--- src/rtl/lrpt_pkg.sv ---
// ----------------------------------------------------------------------------
// lrpt_pkg
// Shared types and codes for the loop/repeat playback timer.
// ----------------------------------------------------------------------------
package lrpt_pkg;

  localparam int TIME_W = 32;
  localparam int NOW_W  = 31;
  localparam int VAL_W  = 16;
  localparam int KIND_W = 3;
  localparam int IDX_W  = 3;

  // event kinds
  localparam logic [KIND_W-1:0] KIND_TICK   = 3'd0;
  localparam logic [KIND_W-1:0] KIND_PLAY   = 3'd1;
  localparam logic [KIND_W-1:0] KIND_STOP   = 3'd2;
  localparam logic [KIND_W-1:0] KIND_PAUSE  = 3'd3;
  localparam logic [KIND_W-1:0] KIND_RESUME = 3'd4;
  localparam logic [KIND_W-1:0] KIND_FINISH = 3'd5;

  // register indexes
  localparam logic [IDX_W-1:0] REG_DURATION   = 3'd0;
  localparam logic [IDX_W-1:0] REG_LOOP_TOTAL = 3'd1;
  localparam logic [IDX_W-1:0] REG_MODE       = 3'd2;
  localparam logic [IDX_W-1:0] REG_START_DLY  = 3'd3;
  localparam logic [IDX_W-1:0] REG_REPEAT_MIN = 3'd4;
  localparam logic [IDX_W-1:0] REG_REPEAT_MAX = 3'd5;
  localparam logic [IDX_W-1:0] REG_SPEED      = 3'd6;

  // mode bits
  localparam int MODE_FOREVER = 0;
  localparam int MODE_REPEAT  = 1;
  localparam int MODE_AT_REP  = 2;

  typedef enum logic [2:0] {
    ST_IDLE        = 3'd0,
    ST_WAIT_START  = 3'd1,
    ST_PLAYING     = 3'd2,
    ST_WAIT_REPEAT = 3'd3,
    ST_STALLED     = 3'd4,
    ST_PAUSED      = 3'd5
  } state_e_t;

  typedef struct packed {
    logic [VAL_W-1:0] duration;
    logic [VAL_W-1:0] loop_total;
    logic [2:0]       mode;
    logic [VAL_W-1:0] start_delay;
    logic [VAL_W-1:0] repeat_min;
    logic [VAL_W-1:0] repeat_max;
    logic [VAL_W-1:0] speed;
  } cfg_t;

  typedef struct packed {
    state_e_t          run_state;
    state_e_t          saved_state;
    logic [TIME_W-1:0] play_start_time;
    logic [VAL_W-1:0]  play_offset;
    logic [TIME_W-1:0] resume_deadline;
    logic [TIME_W-1:0] pause_time;
    logic [VAL_W-1:0]  loops_done;
    logic [VAL_W-1:0]  current_position;
    logic [1:0]        working_mode;
    logic [VAL_W-1:0]  working_loop_total;
  } state_t;

  typedef struct packed {
    logic [KIND_W-1:0] kind;
    logic [NOW_W-1:0]  now_ms;
    logic [VAL_W-1:0]  start_offset_ms;
    logic [VAL_W-1:0]  random_fraction;
  } req_t;

  typedef struct packed {
    logic [VAL_W-1:0] position_ms;
    logic             position_fresh;
    logic             started;
    logic             stopped;
    logic             ticked;
    logic [2:0]       player_state;
  } result_t;

endpackage

--- src/rtl/lrpt_step.sv ---
// ----------------------------------------------------------------------------
// lrpt_step
// Next-state and result logic for one timer event.
// ----------------------------------------------------------------------------
module lrpt_step
  import lrpt_pkg::*;
(
  input  cfg_t    cfg,
  input  state_t  cur,
  input  req_t    req,
  output state_t  nxt,
  output result_t res
);

  logic [TIME_W-1:0]   now32;
  logic [TIME_W-1:0]   diff;
  logic [TIME_W-1:0]   span;
  logic [47:0]         prod;
  logic [39:0]         raw;
  logic                loop_end;
  logic [VAL_W-1:0]    period;
  logic [31:0]         jitter;
  logic [TIME_W-1:0]   rep_deadline;
  logic [VAL_W-1:0]    clamp_offs_in;
  logic [VAL_W-1:0]    clamp_offs_st;
  logic [VAL_W-1:0]    loops_inc;

  always_comb begin
    now32 = {1'b0, req.now_ms};
    diff  = now32 - cur.play_start_time;
    if (diff[TIME_W-1]) begin
      diff = '0;
    end
    // diff < 2^31 here, so the sum fits 32 bits
    span     = diff + {16'd0, cur.play_offset};
    prod     = span * cfg.speed;
    raw      = prod[47:8];
    loop_end = raw >= {24'd0, cfg.duration};

    period = (cfg.repeat_max > cfg.repeat_min) ? (cfg.repeat_max - cfg.repeat_min) : '0;
    jitter = period * req.random_fraction;
    rep_deadline = now32 + {16'd0, cfg.repeat_min} + {16'd0, jitter[31:16]};

    clamp_offs_in = (req.start_offset_ms > cfg.duration) ? cfg.duration : req.start_offset_ms;
    clamp_offs_st = (cur.play_offset > cfg.duration) ? cfg.duration : cur.play_offset;
    loops_inc     = (cur.loops_done != 16'hFFFF) ? (cur.loops_done + 16'd1) : cur.loops_done;
  end

  // next state
  always_comb begin
    nxt = cur;
    case (req.kind)
      KIND_TICK: begin
        if (cur.run_state != ST_IDLE) begin
          if (cur.run_state == ST_PLAYING) begin
            if (loop_end) begin
              nxt.current_position = cfg.duration;
              if (cur.working_mode[MODE_FOREVER]) begin
                nxt.play_start_time  = now32;
                nxt.play_offset      = '0;
                nxt.current_position = '0;
              end else begin
                nxt.loops_done = loops_inc;
                if (loops_inc < cur.working_loop_total) begin
                  nxt.play_start_time  = now32;
                  nxt.play_offset      = '0;
                  nxt.current_position = '0;
                end else if (cur.working_mode[MODE_REPEAT]) begin
                  nxt.resume_deadline = rep_deadline;
                  nxt.run_state       = ST_WAIT_REPEAT;
                  nxt.play_offset     = '0;
                end else begin
                  nxt.run_state = ST_STALLED;
                end
              end
            end else begin
              nxt.current_position = raw[VAL_W-1:0];
            end
          end else if ((cur.run_state == ST_WAIT_REPEAT) ||
                       (cur.run_state == ST_WAIT_START)) begin
            if (now32 >= cur.resume_deadline) begin
              nxt.loops_done       = '0;
              nxt.play_start_time  = now32;
              nxt.current_position = clamp_offs_st;
              nxt.run_state        = ST_PLAYING;
            end
          end
        end
      end
      KIND_PLAY: begin
        nxt.working_mode       = cfg.mode[1:0];
        nxt.working_loop_total = cfg.loop_total;
        nxt.play_offset        = req.start_offset_ms;
        nxt.current_position   = clamp_offs_in;
        nxt.loops_done         = '0;
        if (!cfg.mode[MODE_FOREVER] && cfg.mode[MODE_REPEAT] && cfg.mode[MODE_AT_REP]) begin
          nxt.resume_deadline = rep_deadline;
          nxt.run_state       = ST_WAIT_REPEAT;
        end else if (cfg.start_delay != '0) begin
          nxt.resume_deadline = now32 + {16'd0, cfg.start_delay};
          nxt.run_state       = ST_WAIT_START;
        end else begin
          nxt.play_start_time = now32;
          nxt.run_state       = ST_PLAYING;
        end
      end
      KIND_STOP: begin
        if (cur.run_state != ST_IDLE) begin
          nxt.run_state = ST_IDLE;
        end
      end
      KIND_PAUSE: begin
        if ((cur.run_state != ST_IDLE) && (cur.run_state != ST_PAUSED)) begin
          nxt.saved_state = cur.run_state;
          nxt.pause_time  = now32;
          nxt.run_state   = ST_PAUSED;
        end
      end
      KIND_RESUME: begin
        if (cur.run_state == ST_PAUSED) begin
          nxt.run_state       = cur.saved_state;
          nxt.play_start_time = cur.play_start_time + (now32 - cur.pause_time);
        end
      end
      KIND_FINISH: begin
        nxt.working_mode       = '0;
        nxt.loops_done         = '0;
        nxt.working_loop_total = 16'd1;
      end
      default: begin
      end
    endcase
  end

  // result flags and position
  always_comb begin
    res = '0;
    case (req.kind)
      KIND_TICK: begin
        if (cur.run_state != ST_IDLE) begin
          res.ticked = 1'b1;
        end
        if (cur.run_state == ST_PLAYING) begin
          res.position_fresh = 1'b1;
        end else if (((cur.run_state == ST_WAIT_REPEAT) ||
                      (cur.run_state == ST_WAIT_START)) &&
                     (now32 >= cur.resume_deadline)) begin
          res.position_fresh = 1'b1;
        end
      end
      KIND_PLAY: begin
        res.started        = 1'b1;
        res.position_fresh = (nxt.run_state == ST_PLAYING);
      end
      KIND_STOP: begin
        res.stopped = (cur.run_state != ST_IDLE);
      end
      default: begin
      end
    endcase

    // a loop end reports the full duration even when the position restarts
    if ((req.kind == KIND_TICK) && (cur.run_state == ST_PLAYING) && loop_end) begin
      res.position_ms = cfg.duration;
    end else begin
      res.position_ms = nxt.current_position;
    end
    res.player_state = nxt.run_state;
  end

endmodule

--- src/rtl/loop_repeat_playback_timer_top.sv ---
// ----------------------------------------------------------------------------
// loop_repeat_playback_timer_top
// Playback timer for looped sequences with repeat delay and pause/resume.
// ----------------------------------------------------------------------------
// Usage:
//  - Input channel (in_valid/in_ready): one event request per accept, with
//    its kind, the current ms time, a start offset and a random fraction.
//  - Output channel (out_valid/out_ready): exactly one result per event,
//    in order: position, fresh/started/stopped/ticked flags, player state.
//  - Config channel (cfg_valid/cfg_ready): cfg_index selects the register,
//    cfg_data carries the value. Always ready. Write only while idle.
//  - Result path: the input register, then the step logic feeds the result
//    register; out_valid rises once the result is registered.
//  - Throughput: one event per cycle while the receiver takes results; the
//    step logic, with a 32x16 position multiplier and a 16x16 deadline
//    multiplier, sits between the input and result registers.
//  - Receiver stall: the result register holds; the input register still
//    takes one more request, then in_ready drops until the result is taken.
//  - Reset (rst_n low, synchronous): player idle, all timer state zero,
//    registers back to their defaults (duration 1000, loop total 1,
//    speed 1.0, others zero), both channels empty.
// ----------------------------------------------------------------------------
module loop_repeat_playback_timer_top
  import lrpt_pkg::*;
(
  input  logic              clk,
  input  logic              rst_n,
  // events
  input  logic              in_valid,
  output logic              in_ready,
  input  logic [KIND_W-1:0] in_kind,
  input  logic [NOW_W-1:0]  in_now_ms,
  input  logic [VAL_W-1:0]  in_start_offset_ms,
  input  logic [VAL_W-1:0]  in_random_fraction,
  // results
  output logic              out_valid,
  input  logic              out_ready,
  output logic [VAL_W-1:0]  out_position_ms,
  output logic              out_position_fresh,
  output logic              out_started,
  output logic              out_stopped,
  output logic              out_ticked,
  output logic [2:0]        out_player_state,
  // configuration writes
  input  logic              cfg_valid,
  output logic              cfg_ready,
  input  logic [IDX_W-1:0]  cfg_index,
  input  logic [VAL_W-1:0]  cfg_data
);

  cfg_t    cfg_r;
  state_t  state_r;
  state_t  state_nxt;
  req_t    req_r;
  logic    req_valid_r;
  result_t res_nxt;
  result_t res_r;
  logic    out_valid_r;
  logic    advance;

  // Step fires when a request is held and the result slot is free or
  // being emptied this cycle.
  assign advance   = req_valid_r && (!out_valid_r || out_ready);
  assign in_ready  = !req_valid_r || advance;
  assign cfg_ready = 1'b1;

  // configuration registers
  always_ff @(posedge clk) begin
    if (!rst_n) begin
      cfg_r.duration    <= 16'd1000;
      cfg_r.loop_total  <= 16'd1;
      cfg_r.mode        <= '0;
      cfg_r.start_delay <= '0;
      cfg_r.repeat_min  <= '0;
      cfg_r.repeat_max  <= '0;
      cfg_r.speed       <= 16'd256;
    end else if (cfg_valid) begin
      case (cfg_index)
        REG_DURATION:   cfg_r.duration    <= cfg_data;
        REG_LOOP_TOTAL: cfg_r.loop_total  <= cfg_data;
        REG_MODE:       cfg_r.mode        <= cfg_data[2:0];
        REG_START_DLY:  cfg_r.start_delay <= cfg_data;
        REG_REPEAT_MIN: cfg_r.repeat_min  <= cfg_data;
        REG_REPEAT_MAX: cfg_r.repeat_max  <= cfg_data;
        REG_SPEED:      cfg_r.speed       <= cfg_data;
        default: begin
        end
      endcase
    end
  end

  // input register
  always_ff @(posedge clk) begin
    if (!rst_n) begin
      req_valid_r <= 1'b0;
    end else if (in_ready) begin
      req_valid_r <= in_valid;
    end
  end

  always_ff @(posedge clk) begin
    if (in_valid && in_ready) begin
      req_r.kind            <= in_kind;
      req_r.now_ms          <= in_now_ms;
      req_r.start_offset_ms <= in_start_offset_ms;
      req_r.random_fraction <= in_random_fraction;
    end
  end

  lrpt_step u_step (
    .cfg (cfg_r),
    .cur (state_r),
    .req (req_r),
    .nxt (state_nxt),
    .res (res_nxt)
  );

  // timer state, updated once per processed event
  always_ff @(posedge clk) begin
    if (!rst_n) begin
      state_r <= '0;
    end else if (advance) begin
      state_r <= state_nxt;
    end
  end

  // result register
  always_ff @(posedge clk) begin
    if (!rst_n) begin
      out_valid_r <= 1'b0;
    end else if (advance) begin
      out_valid_r <= 1'b1;
    end else if (out_ready) begin
      out_valid_r <= 1'b0;
    end
  end

  always_ff @(posedge clk) begin
    if (advance) begin
      res_r <= res_nxt;
    end
  end

  assign out_valid          = out_valid_r;
  assign out_position_ms    = res_r.position_ms;
  assign out_position_fresh = res_r.position_fresh;
  assign out_started        = res_r.started;
  assign out_stopped        = res_r.stopped;
  assign out_ticked         = res_r.ticked;
  assign out_player_state   = res_r.player_state;

endmodule
--- config.mk ---
export PLATFORM = sky130hd
export DESIGN_NAME = loop_repeat_playback_timer_top
export DESIGN_NICKNAME = d
export VERILOG_FILES = /design/src/rtl/lrpt_pkg.sv /design/src/rtl/lrpt_step.sv /design/src/rtl/loop_repeat_playback_timer_top.sv
export SDC_FILE = /design/constraint.sdc
export NUM_CORES = 2
export LEC_CHECK = 0
export ABC_AREA = 1
export BUFFER_PORTS_ARGS = -buffer_cell sky130_fd_sc_hd__buf_2
export CAP_MARGIN = 20
export CORE_ASPECT_RATIO = 0.75
export CORE_MARGIN = 5
export CORE_UTILIZATION = 35
export CTS_CLUSTER_DIAMETER = 100
export DETAILED_ROUTE_END_ITERATION = 16
export HOLD_SLACK_MARGIN = 0.1
export SYNTH_ARGS = -nofsm -noshare
export SYNTH_HDL_FRONTEND = slang
export SYNTH_HIERARCHICAL = 1
export SYNTH_SLANG_ARGS = --single-unit
--- constraint.sdc ---
create_clock -name clk -period 34.9 [get_ports clk]
set_clock_uncertainty 0.2 [all_clocks]
set_input_delay 1.745 -clock clk [delete_from_list [all_inputs] [get_ports clk]]
set_output_delay 1.745 -clock clk [all_outputs]
set_load 0.1 [all_outputs]
==> metrics.md <==
| Metric | Value |
|---|---|
| HPWL Detailed | `166,000 µm` |
| Util after Layout | `37.7%` |
| Ys async rst share | `0%` |
| Distinct cells, synth | `69` |
| Mapped Cells | `8,357` |
| Number of CTS-inserted buffers | `43` |
| Max_cap viols | `0` |
| Crit start category | `flip-flop` |
| R2R Path End | `state_r[106]` |
| Crit path max-delay cell type | `fa_1` |
| Register area | `8060 µm²` |
| RSZ-0062 raised after global routing | `no` |
| Leakage | `29.7 nW` |
| Total track usage | `24.2%` |
| Family with the most delay on the worst path | `simple AND/OR/NAND/NOR gates` |
| Post_cts resized | `0` |
| Grt ovf | `0` |
| Largest net degree at the start of global routing | `103` |
| Sequential area share after synthesis | `14.1%` |
| Fin crit period | `15.18 ns` |
| Max_slew headroom | `22.8%` |
| Fill cells | `17,200` |
| Worst-case reg-to-reg path depth | `65` |
| Max Freq | `65.9 MHz` |
| Mapped cell area | `57,300 µm²` |
| Area of the multi-input gates | `42,400 µm²` |
| WL per Instance | `20.5 µm` |
| Initial antenna violation count | `9` |
| Peak VDD IR | `0.189 mV` |
| Final wirelength | `214,000 µm` |
| Syn Area/Cell | `6.86 µm²` |
| Top post-synthesis cells by area | `fa_1 (23%), nand2_1 (13%), ha_1 (9.6%)` |
| Hold Violations, Final | `0` |
| Crit path top cell by count | `nand2_1` |
| Hold depth | `2` |
| Clock latency on the worst-skew pair | `0.65 ns` |
| TritonCTS clock tree | `done` |
| Largest area contributor in the netlist | `fa_1` |
| Detailed Routing Iterations Pass 1 | `6` |
| RePlAce Congestion | `0.974` |
| Synth Net Count | `9,549` |
| Clk root buf | `clkbuf_16` |
| Pwr dens | `67.7 nW/µm²` |
| Initial Utilization | `35.3%` |
| Post-synth top area share | `23.1%` |
| Number of flops mapped to enable cells by yosys | `89` |
| Layout Nets | `9,456` |
| Max incr delay on CP | `0.62 ns` |
| Synth top cells by count | `nand2_1 (1,968), inv_1 (1,429), nor2_1 (1,065)` |
| Layout cells sized above 1 | `4.70%` |
| Core Rows | `128` |
| # clock sinks | `358` |
| Post-CTS repair timing setup buffer count | `0` |
| Count of pins over their slew limit | `0` |
| WP data arrival | `15.49 ns` |
| Clock Tree Buf Depth | `3` |
| Die Y | `361 µm` |
| Worst-margin pin slew | `1.16 ns` |
| Final worst path period share | `43.5%` |
| Vias | `55,700` |
| Num ports | `116` |
| Setup TNS | `0 ns` |
| R2R Path Start | `state_r[132]` |
| Top FF cell, synth | `dfxtp_1` |
| Chip width | `477 µm` |
| Yosys warns | `6` |
| First-pass GRT wire length | `328,000 µm` |
| Count leader, synth | `nand2_1` |
| Routed Antenna Nets | `0` |
| Worst hold path type | `flip-flop to flip-flop` |
| CORE AREA | `163,000 µm²` |
| 1st-iter DRT viols | `6,360` |
| Clk pin slew, worst setup/hold paths | `0.06 ns` |
| Hold EP | `state_r[12]` |
| Critical path class | `flip-flop to flip-flop` |
| # DRC | `0` |
| Synth-to-Final Area Change | `6.84%` |
| #FFs+latches synth | `358` |
| Post-CTS Hold Buffers | `0` |
| Final setup viols | `0` |
| Critical path fanouts, max | `52` |
| WHS | `0.282 ns` |
| CP Capture Type | `flip-flop` |
| Outcome | `completed` |
| H-tree Lvls | `2` |
| Worst path required time | `35.20 ns` |
| CP bufs+invs | `9` |
| Vias in the first global route | `53,400` |
| Vias per Instance | `5.33` |
| Die area | `172,000 µm²` |
| R2R Setup Slk | `19.72 ns` |
| PortBufs | `114` |
| HP Start | `state_r[12]` |
| Crit path from | `state_r[132]` |
[cell usage in the layout (no fill, tap or decap), types with 42 or more instances in the layout]
cell type,n
nor2_1,1057
nor3_1,54
buf_4,76
buf_2,113
o211ai_1,53
a21oi_1,464
nand3_1,526
nand2_1,1965
clkbuf_16,47
xor2_1,87
o21ai_0,334
ha_1,440
nand3b_1,190
fa_1,662
inv_1,1426
edfxtp_1,89
dfxtp_1,268
nand4_1,42
[final cells by class]
cell class              count  share of cell area, %
inverters                1469                   9.00
well taps                2145                   4.38
multi-input cells        6199                   69.1
flip-flops and latches    358                   13.2
clock inverters            16                  0.239
clock buffers              63                   2.08
repair buffers            193                   1.97
diodes                      5                 0.0204
[stage by stage]
step	worst slack [ns]	instance area [µm²]	power (W)	std cells
finish	19.72	61300	0.00415	10400
global route	18.56	61300	0.00455	10400
CTS	20.00	61200	0.00408	10400
detailed placement	20.10	59800	0.00356	10400
global placement	20.10	59700	0.00355	10400
floorplan	23.50	57300	0.00266	8357
[sequential cells by signal, summed over array words and instances, names as in the netlist]
signal	count
state_r	168
cfg_r	99
req_r	66
out_position_ms	16
out_player_state	3
out_position_fresh	1
out_started	1
out_stopped	1
out_ticked	1
out_valid	1
req_valid_r	1
[worst max-delay path by stage]
stage	cells past startpoint	end	slack (ns)
2_1_floorplan	70	state_r[131]	23.50
3_3_place_gp	65	state_r[108]	20.10
3_5_place_dp	65	state_r[106]	20.10
4_1_cts	65	state_r[106]	20.00
5_1_grt	65	state_r[104]	18.56
6_report	65	state_r[106]	19.72
[metal layers]
layer  wire length, µm  global-route usage (%)  vias to the layer above
met1             99600                    36.8                    26800
li1                  -                       -                    25900
met3             22300                    4.74                      268
met5                 0                       0                        -
met2             86100                    34.8                     2700
met4              6070                    6.33                        0
[worst min-delay path: cells and delay by family (launching register included)]
| kind | cells | cell delay [ns] |
|---|---|---|
| flops | 1 | 0.32 |
| simple gates | 2 | 0.12 |
[power by group]
group / switching [W] / total, W / internal (W)
clock: 0.000221 / 0.000480 / 0.000259
sequential: 0.0000394 / 0.000491 / 0.000452
combinational: 0.00212 / 0.00318 / 0.00106
[cells by family (layout without fill, tap and decap cells)]
kind of cell | after synthesis | in the layout | synth area share [%]
XOR/XNOR | 120 | 120 | 1.83
adder cells (fa/ha/maj) | 1102 | 1102 | 32.7
other | 1 | 6 | 0.00654
buffers and inverters | 1800 | 1741 | 12.2
flip-flops | 358 | 358 | 14.1
AO/OA/AOI/OAI | 1018 | 1018 | 9.86
AND/OR/NAND/NOR | 3958 | 3958 | 29.4
No activity file was read; power rests on OpenSTA's default activity.
